<file path="src/rtl/tcw_pkg.sv">
package tcw_pkg;

  // Default screen geometry
  localparam int COLUMNS_DEF = 80;
  localparam int ROWS_DEF    = 25;

  // Field widths
  localparam int MODE_W   = 2;
  localparam int CHAR_W   = 8;
  localparam int INDEX_W  = 11;
  localparam int OCOL_W   = 7;
  localparam int OROW_W   = 5;
  localparam int POS_W    = 11;
  localparam int CELL_W   = 16;
  localparam int COLOUR_W = 4;
  localparam int CFG_IDX_W = 1;

  // Modes
  localparam logic [MODE_W-1:0] MODE_PUT   = 2'd0;
  localparam logic [MODE_W-1:0] MODE_CLEAR = 2'd1;
  localparam logic [MODE_W-1:0] MODE_READ  = 2'd2;

  // Control characters
  localparam logic [CHAR_W-1:0] CH_BS    = 8'd8;
  localparam logic [CHAR_W-1:0] CH_TAB   = 8'd9;
  localparam logic [CHAR_W-1:0] CH_LF    = 8'd10;
  localparam logic [CHAR_W-1:0] CH_CR    = 8'd13;
  localparam logic [CHAR_W-1:0] CH_BLANK = 8'h20;

  // Register indexes
  localparam logic [CFG_IDX_W-1:0] REG_FG = 1'd0;
  localparam logic [CFG_IDX_W-1:0] REG_BG = 1'd1;

  localparam logic [COLOUR_W-1:0] FG_RESET = 4'd15;
  localparam logic [COLOUR_W-1:0] BG_RESET = 4'd0;

  // Sweep counter load codes
  localparam logic [1:0] SW_HOLD     = 2'd0;
  localparam logic [1:0] SW_ZERO     = 2'd1;
  localparam logic [1:0] SW_COLS     = 2'd2;
  localparam logic [1:0] SW_LAST_ROW = 2'd3;

  typedef struct packed {
    logic [MODE_W-1:0]  mode;
    logic [CHAR_W-1:0]  character;
    logic [INDEX_W-1:0] cell_index;
  } in_t;

  typedef struct packed {
    logic [OCOL_W-1:0] cursor_column;
    logic [OROW_W-1:0] cursor_row;
    logic [POS_W-1:0]  cursor_position;
    logic              scrolled;
    logic [CELL_W-1:0] cell_value;
  } out_t;

  typedef struct packed {
    logic       take;
    logic       exec_put;
    logic [1:0] sweep_init;
    logic       copy_step;
    logic       fill_step;
    logic       read_issue;
    logic       home;
    logic       finish;
  } cmd_t;

  typedef struct packed {
    logic [MODE_W-1:0] mode;
    logic              need_scroll;
    logic              sweep_last;
    logic              out_free;
  } status_t;

endpackage

</file>
<file path="src/rtl/tcw_ctrl.sv">
module tcw_ctrl import tcw_pkg::*; (
  input  logic    clk,
  input  logic    rst,
  input  logic    in_valid,
  output logic    in_stall,
  input  status_t status,
  output cmd_t    cmd
);

  localparam logic [2:0] S_IDLE   = 3'd0;
  localparam logic [2:0] S_EXEC   = 3'd1;
  localparam logic [2:0] S_COPY   = 3'd2;
  localparam logic [2:0] S_DRAIN  = 3'd3;
  localparam logic [2:0] S_BLANK  = 3'd4;
  localparam logic [2:0] S_CLEAR  = 3'd5;
  localparam logic [2:0] S_READ   = 3'd6;
  localparam logic [2:0] S_FINISH = 3'd7;

  logic [2:0] state;
  logic [2:0] state_next;

  assign in_stall = (state != S_IDLE);

  always_comb begin
    state_next = state;
    cmd        = '0;
    case (state)
      S_IDLE: begin
        if (in_valid) begin
          cmd.take   = 1'b1;
          state_next = S_EXEC;
        end
      end
      S_EXEC: begin
        case (status.mode)
          MODE_PUT: begin
            cmd.exec_put = 1'b1;
            if (status.need_scroll) begin
              cmd.sweep_init = SW_COLS;
              state_next     = S_COPY;
            end else begin
              state_next = S_FINISH;
            end
          end
          MODE_CLEAR: begin
            cmd.home       = 1'b1;
            cmd.sweep_init = SW_ZERO;
            state_next     = S_CLEAR;
          end
          MODE_READ: begin
            cmd.read_issue = 1'b1;
            state_next     = S_READ;
          end
          default: state_next = S_FINISH;
        endcase
      end
      S_COPY: begin
        cmd.copy_step = 1'b1;
        if (status.sweep_last) state_next = S_DRAIN;
      end
      S_DRAIN: begin
        // last copied cell is written back this cycle
        cmd.sweep_init = SW_LAST_ROW;
        state_next     = S_BLANK;
      end
      S_BLANK, S_CLEAR: begin
        cmd.fill_step = 1'b1;
        if (status.sweep_last) state_next = S_FINISH;
      end
      S_READ: state_next = S_FINISH;
      S_FINISH: begin
        if (status.out_free) begin
          cmd.finish = 1'b1;
          state_next = S_IDLE;
        end
      end
      default: state_next = S_IDLE;
    endcase
  end

  always_ff @(posedge clk) begin
    if (rst) begin
      state <= S_IDLE;
    end else begin
      state <= state_next;
    end
  end

endmodule

</file>
<file path="config.mk">
export PLATFORM = sky130hd
export DESIGN_NAME = tcw_ctrl
export DESIGN_NICKNAME = d
export VERILOG_FILES = /design/src/rtl/tcw_pkg.sv /design/src/rtl/tcw_ctrl.sv
export SDC_FILE = /design/constraint.sdc
export NUM_CORES = 1
export LEC_CHECK = 0
export BUFFER_PORTS_ARGS = -buffer_cell sky130_fd_sc_hd__buf_4
export CORE_AREA = 2 2 39 41
export CTS_CLUSTER_SIZE = 30
export DETAILED_ROUTE_END_ITERATION = 10
export DIE_AREA = 0 0 41 43
export HOLD_SLACK_MARGIN = 0.15
export PLACE_DENSITY = 0.52
export SYNTH_ARGS = -nofsm -noshare
export SYNTH_HDL_FRONTEND = slang
export SYNTH_SLANG_ARGS = --single-unit
</file>
<file path="constraint.sdc">
create_clock -name clk -period 3 [get_ports clk]
set_input_delay 0.6 -clock clk [delete_from_list [all_inputs] [get_ports clk]]
set_output_delay 0.6 -clock clk [all_outputs]
set_load 0.02 [all_outputs]
</file>
==> results of run 1 <==
-- Yosys cell counts, drive strengths merged, types with 2 or more instances --
cell type / count
ha: 5
inv: 4
nor2b: 4
nand2: 3
nor2: 8
dfxtp: 3
buf: 3
nand2b: 2
and3: 3
-- power by group through the flow --
stage / logic (mW) / registers (mW) / clock network, mW
after floorplan: 0.133 / 0.0572 / 0
after global placement: 0.153 / 0.0804 / 0
after detailed placement: 0.153 / 0.0806 / 0
after CTS: 0.154 / 0.0800 / 0.0719
after global routing: 0.166 / 0.0832 / 0.0786
final: 0.152 / 0.0798 / 0.0703
-- kinds of logic (layout without fill, tap and decap cells) --
| family | count (synthesis) | count (layout) | share of synthesized area |
|---|---|---|---|
| and+or+nand+nor | 24 | 24 | 0.376 |
| DFF | 3 | 3 | 0.157 |
| AOI/OAI and AO/OA | 7 | 7 | 0.193 |
| buffers and inverters | 7 | 25 | 0.111 |
| adders and majority gates | 5 | 5 | 0.163 |
-- metal layers --
layer  vias to the layer above  track usage
met2                        12        0.172
li1                        190            -
met3                         0       0.0157
met1                       158        0.137
met5                         -            0
met4                         0       0.0800
-- cells in the final DEF (no fill, tap or decap) --
cell type   n
a2111oi_1   1
a211oi_2    1
a21oi_1     1
a31oi_1     1
and3_1      3
buf_4      17
clkbuf_1    1
clkbuf_4    3
dfxtp_1     3
ha_1        5
inv_1       4
nand2_1     3
nand2b_1    1
nand2b_4    1
nand3b_1    1
nor2_1      6
nor2_2      2
nor2b_1     4
nor4_1      1
nor4b_1     1
o211ai_1    1
o21ai_1     1
o41ai_4     1
or3_4       1
-- layout make-up --
type	count	share of cell area
timing repair buffer	17	0.241
tap	16	0.0378
sequential	3	0.113
inverter	4	0.0284
multi-input combinational	36	0.530
clock buffer	4	0.0496
-- worst reg2reg max path, cell delays in order, from the launching register on --
cell	delay [ns]
dfxtp_1	0.53
nor2b_1	0.09
a2111oi_1	0.48
a211oi_2	0.09
-- final timing paths --
kind | from | to | slack (ns)
worst min-delay path | rst | state[2] | 0.55
worst max-delay path | status[4] | cmd[1] | 1.06
worst max register to register | state[2] | state[0] | 1.68
worst min register to register | state[0] | state[2] | 0.66
-- stage by stage --
| step | util | hold WS [ns] | cells | power (mW) |
|---|---|---|---|---|
| global placement | 0.363 | 0.651 | 76 | 0.233 |
| finish | 0.382 | 0.555 | 80 | 0.302 |
| global route | 0.382 | 0.559 | 80 | 0.328 |
| detailed placement | 0.363 | 0.650 | 76 | 0.233 |
| CTS | 0.382 | 0.551 | 80 | 0.305 |
| floorplan | - | 0.569 | 46 | 0.190 |
==> impl_metrics.json, run 1 <==
{
  "synth_area_leaders": "ha_1 16%, dfxtp_1 16%, o41ai_4 7.2%",
  "async_flop_share": 0,
  "antenna_left": 0,
  "syn_avg_cell_area_sq_um": 8.32,
  "drt_drc_violations_left": 0,
  "critPathRequiredTime_ns": 2.40,
  "top_layer_used": "met3",
  "fmax_ghz": 0.515,
  "grt_use_total": 0.113,
  "postCtsResizedCells": 0,
  "syn_area_sq_um": 383,
  "clk_pin_slew_ns": 0.04,
  "cts.sinks": 3,
  "cts_hold_buf": 0,
  "port_buffers": 17,
  "ys_types": 23,
  "ys_seq_area_frac": 0.157,
  "multi_input_area_sq_um": 280,
  "powerDensity_nw_per_um2": 570,
  "r2r_cells": 3,
  "layout-drive-gt1-share": 0.406,
  "nNetsFinal": 78,
  "start_util": 0.277,
  "synthCells": 46,
  "vias": 360,
  "end_kind": "output port",
  "cts-htree-levels": 1,
  "yosys_warnings": 0,
  "p_int_mw": 0.175,
  "drtIter0Drc": 5,
  "cpLargestDelayFamily": "buffers and inverters",
  "worstMarginPinSlew_ns": 0.451,
  "grt_pass1_vias": 340,
  "hold_viol": 0,
  "crit_arrival_ns": 1.34,
  "largest_register_ffs": 3,
  "drv_slew": 0,
  "die_w_um": 41,
  "grt_pass1_wl_um": 1360,
  "antenna_found_initial": 0,
  "ys_ff_latch": 3,
  "seqCellArea_sq_um": 60.1,
  "period_needed_ns": 1.94,
  "diodes": 0,
  "grt_overflow": 0,
  "dpl_cell_area_sq_um": 503,
  "seq_power_share": 0.264,
  "clk_root_buffer_cell": "clkbuf_4",
  "cts_buffers": 3,
  "cts_setup_buffers": 0,
  "tns_ns": 0,
  "core-area_sq_um": 1380,
  "wl_met1_um": 370,
  "worstPathCellList": "buf_4 -> inv_1 -> ha_1 -> and3_1 -> buf_4",
  "p_leak_nw": 0.260,
  "crit_type": "input port to output port",
  "clock_latency_ns": 0.23,
  "cp_max_fo": 3,
  "worstSetupStartpointType": "input port",
  "synth-edff-count": 0,
  "die_h_um": 43,
  "row_count": 14,
  "num-fill-cells": 154,
  "p_switching_mw": 0.127,
  "wl_met3_um": 64,
  "pwr-share-clk": 0.233,
  "netlist.area_leader.share": 0.163,
  "regMostFlops": "state",
  "switching_share": 0.419,
  "met2_length_um": 405,
  "slew_headroom": 0.698,
  "setup_viol_count_final": 0,
  "combPwrFrac": 0.503,
  "hold_depth": 2,
  "cap_violations": 0,
  "drt_pre_antenna_iters": 4,
  "ir_drop_mv": 0.152,
  "num_io_pins": 18,
  "wl_um": 840,
  "cts_tree": "done",
  "synthFlopType": "dfxtp_1",
  "crit_buf_inv": 3,
  "synth_area_leader_cell": "ha_1",
  "path_common_cell": "buf_4",
  "rsz0062_at_grt": "no",
  "wl_per_cell_um": 10.5,
  "grt_max_degree": 12,
  "critical-path-max-stage-delay_ns": 0.23,
  "worst_slack_ns": 1.06,
  "hold_path_class": "input port to register",
  "skew_ns": 0.000404,
  "pre_cts_ws_ns": 1.05,
  "cp.depth": 5,
  "clockBufferDepth": 2,
  "slowest_stage": "ha_1",
  "viasPerCell": 4.50,
  "finalCritPeriodShare": 0.647,
  "status": "finished clean",
  "stdcell_area_sq_um": 529,
  "gp_congestion": 0.722,
  "synthToLayoutAreaGrowth_pct": 38.2,
  "dieArea_sq_um": 1760,
  "reg_top3": "state x3",
  "syn_nets": 59
}
(Power assumes the default switching activity.)
==> run 2, diff against run 1 <==
--- a/config.mk
+++ b/config.mk
@@ -11,7 +11,7 @@
 export DETAILED_ROUTE_END_ITERATION = 10
 export DIE_AREA = 0 0 41 43
 export HOLD_SLACK_MARGIN = 0.15
-export PLACE_DENSITY = 0.52
+export PLACE_DENSITY = 0.54
 export SYNTH_ARGS = -nofsm -noshare
 export SYNTH_HDL_FRONTEND = slang
 export SYNTH_SLANG_ARGS = --single-unit
==> constraint.sdc (replaced) <==
create_clock -name clk -period 1.65 [get_ports clk]
set_input_delay 0.33 -clock clk [delete_from_list [all_inputs] [get_ports clk]]
set_output_delay 0.33 -clock clk [all_outputs]
set_load 0.02 [all_outputs]
==> impl_metrics.json, run 2 (synthesis results as in run 1) <==
{
  "status": "finished clean",
  "pre_cts_ws_ns": 0.242,
  "r2r_cells": 3,
  "drv_slew": 0,
  "p_int_mw": 0.323,
  "dp.cells": 76,
  "crit_type": "register to output port",
  "clk_root_buffer_cell": "clkbuf_4",
  "hold_viol": 0,
  "hold_path_class": "input port to register",
  "grt_use_total": 0.118,
  "critical-path-max-stage-delay_ns": 0.41,
  "worst_slack_ns": 0.0869,
  "layout-drive-gt1-share": 0.453,
  "gp_congestion": 0.724,
  "combPwrFrac": 0.498,
  "wl_per_cell_um": 10.6,
  "regToRegSetupSlack_ns": 0.48,
  "grt_pass1_wl_um": 1400,
  "worstMarginPinSlew_ns": 0.416,
  "end_kind": "output port",
  "clockBufferDepth": 2,
  "seq_power_share": 0.270,
  "critPathRequiredTime_ns": 1.32,
  "setup_viol_count_final": 0,
  "grt_pass1_vias": 333,
  "grt_max_degree": 12,
  "layout_commonest_cell": "buf_4",
  "port_buffers": 17,
  "cts-htree-levels": 1,
  "skew_ns": 0.00185,
  "cp_max_fo": 11,
  "worst_hold_path.endpoint": "state[1]",
  "die_w_um": 41,
  "num_io_pins": 18,
  "vias": 368,
  "dieArea_sq_um": 1760,
  "grt_overflow": 0,
  "powerDensity_nw_per_um2": 1040,
  "cap_violations": 0,
  "crit_arrival_ns": 1.23,
  "tns_ns": 0,
  "p_leak_nw": 0.261,
  "antenna_left": 0,
  "cts_buffers": 3,
  "rsz0062_at_grt": "no",
  "wl_um": 850,
  "worstSetupStartpointType": "register",
  "clock_latency_ns": 0.23,
  "p_total_mw": 0.556,
  "cts_setup_buffers": 0,
  "diodes": 0,
  "viasPerCell": 4.60,
  "switching_share": 0.418,
  "stdcell_count": 80,
  "start_util": 0.277,
  "reg_top3": "state x3",
  "period_needed_ns": 1.56,
  "drtIter0Drc": 5,
  "cts_tree": "done",
  "holdWs_ns": 0.279,
  "r2r_start": "state[2]",
  "antenna_found_initial": 0,
  "core-area_sq_um": 1380,
  "largest_register_ffs": 3,
  "synthToLayoutAreaGrowth_pct": 39.2,
  "pwr-share-clk": 0.231,
  "drt_drc_violations_left": 0,
  "hold_path.startpoint": "rst",
  "num-fill-cells": 153,
  "seqCellArea_sq_um": 63.8,
  "row_count": 14,
  "r2r_end": "state[0]",
  "p_switching_mw": 0.232,
  "crit_start": "state[2]",
  "worstPathCellList": "or3_4 -> nor2_2 -> buf_4",
  "finalCritPeriodShare": 0.947,
  "nNetsFinal": 78,
  "cts.sinks": 3,
  "fmax_ghz": 0.640,
  "drt_pre_antenna_iters": 2,
  "slew_headroom": 0.722,
  "place_hpwl_um": 630,
  "multi_input_area_sq_um": 280,
  "die_h_um": 43,
  "hold_depth": 2,
  "regMostFlops": "state",
  "ir_drop_mv": 0.288,
  "clk_pin_slew_ns": 0.04,
  "final_cell_mix": "17 x buf_4, 6 x nor2_1, 5 x ha_1, 4 x inv_1, 4 x nor2b_1",
  "slowest_stage": "or3_4"
}
-- run 2: critical path: cells and delay by family (launching register included) --
family / cells / cell delay [ns]
and+or+nand+nor: 2 / 0.49
DFF: 1 / 0.37
buffers and inverters: 1 / 0.14
-- run 2: power by group through the flow --
stage | sequential [mW] | combinational, mW | clock [mW]
3_5_place_dp | 0.145 | 0.278 | 0
2_1_floorplan | 0.104 | 0.242 | 0
3_3_place_gp | 0.146 | 0.277 | 0
6_report | 0.150 | 0.277 | 0.129
4_1_cts | 0.144 | 0.280 | 0.138
5_1_grt | 0.158 | 0.309 | 0.144
-- run 2: repair_timing --
action | CTS | global route
resized for setup | 0 | 3
endpoints found under the setup margin | 0 | 5
hold buffers | 0 | 0
-- run 2: worst max-delay path by stage --
stage | to | slack [ns]
2_1_floorplan | cmd[8] | 0.25
3_3_place_gp | cmd[1] | 0.25
3_5_place_dp | cmd[1] | 0.24
4_1_cts | cmd[8] | 0.01
5_1_grt | cmd[8] | 0.02
6_report | cmd[8] | 0.09
-- run 2: routing by layer --
layer,vias to the layer above,share of wire,GRT usage
met4,0,0,0.0800
met2,12,0.48,0.159
met5,-,0,0
met3,0,0.065,0.0157
met1,162,0.45,0.166
li1,194,-,-
-- run 2: area by class of cell --
| type | instances | area share |
|---|---|---|
| clock buffers | 4 | 0.0493 |
| inverters | 4 | 0.0282 |
| multi-input cells | 36 | 0.526 |
| flip-flops and latches | 3 | 0.120 |
| well taps | 16 | 0.0376 |
| repair buffers | 17 | 0.239 |
-- run 2: through the flow --
stage	utilization	instance area, sq um
final	0.385	533
after global routing	0.385	533
after CTS	0.382	529
after detailed placement	0.363	503
after global placement	0.363	503
after floorplan	-	383
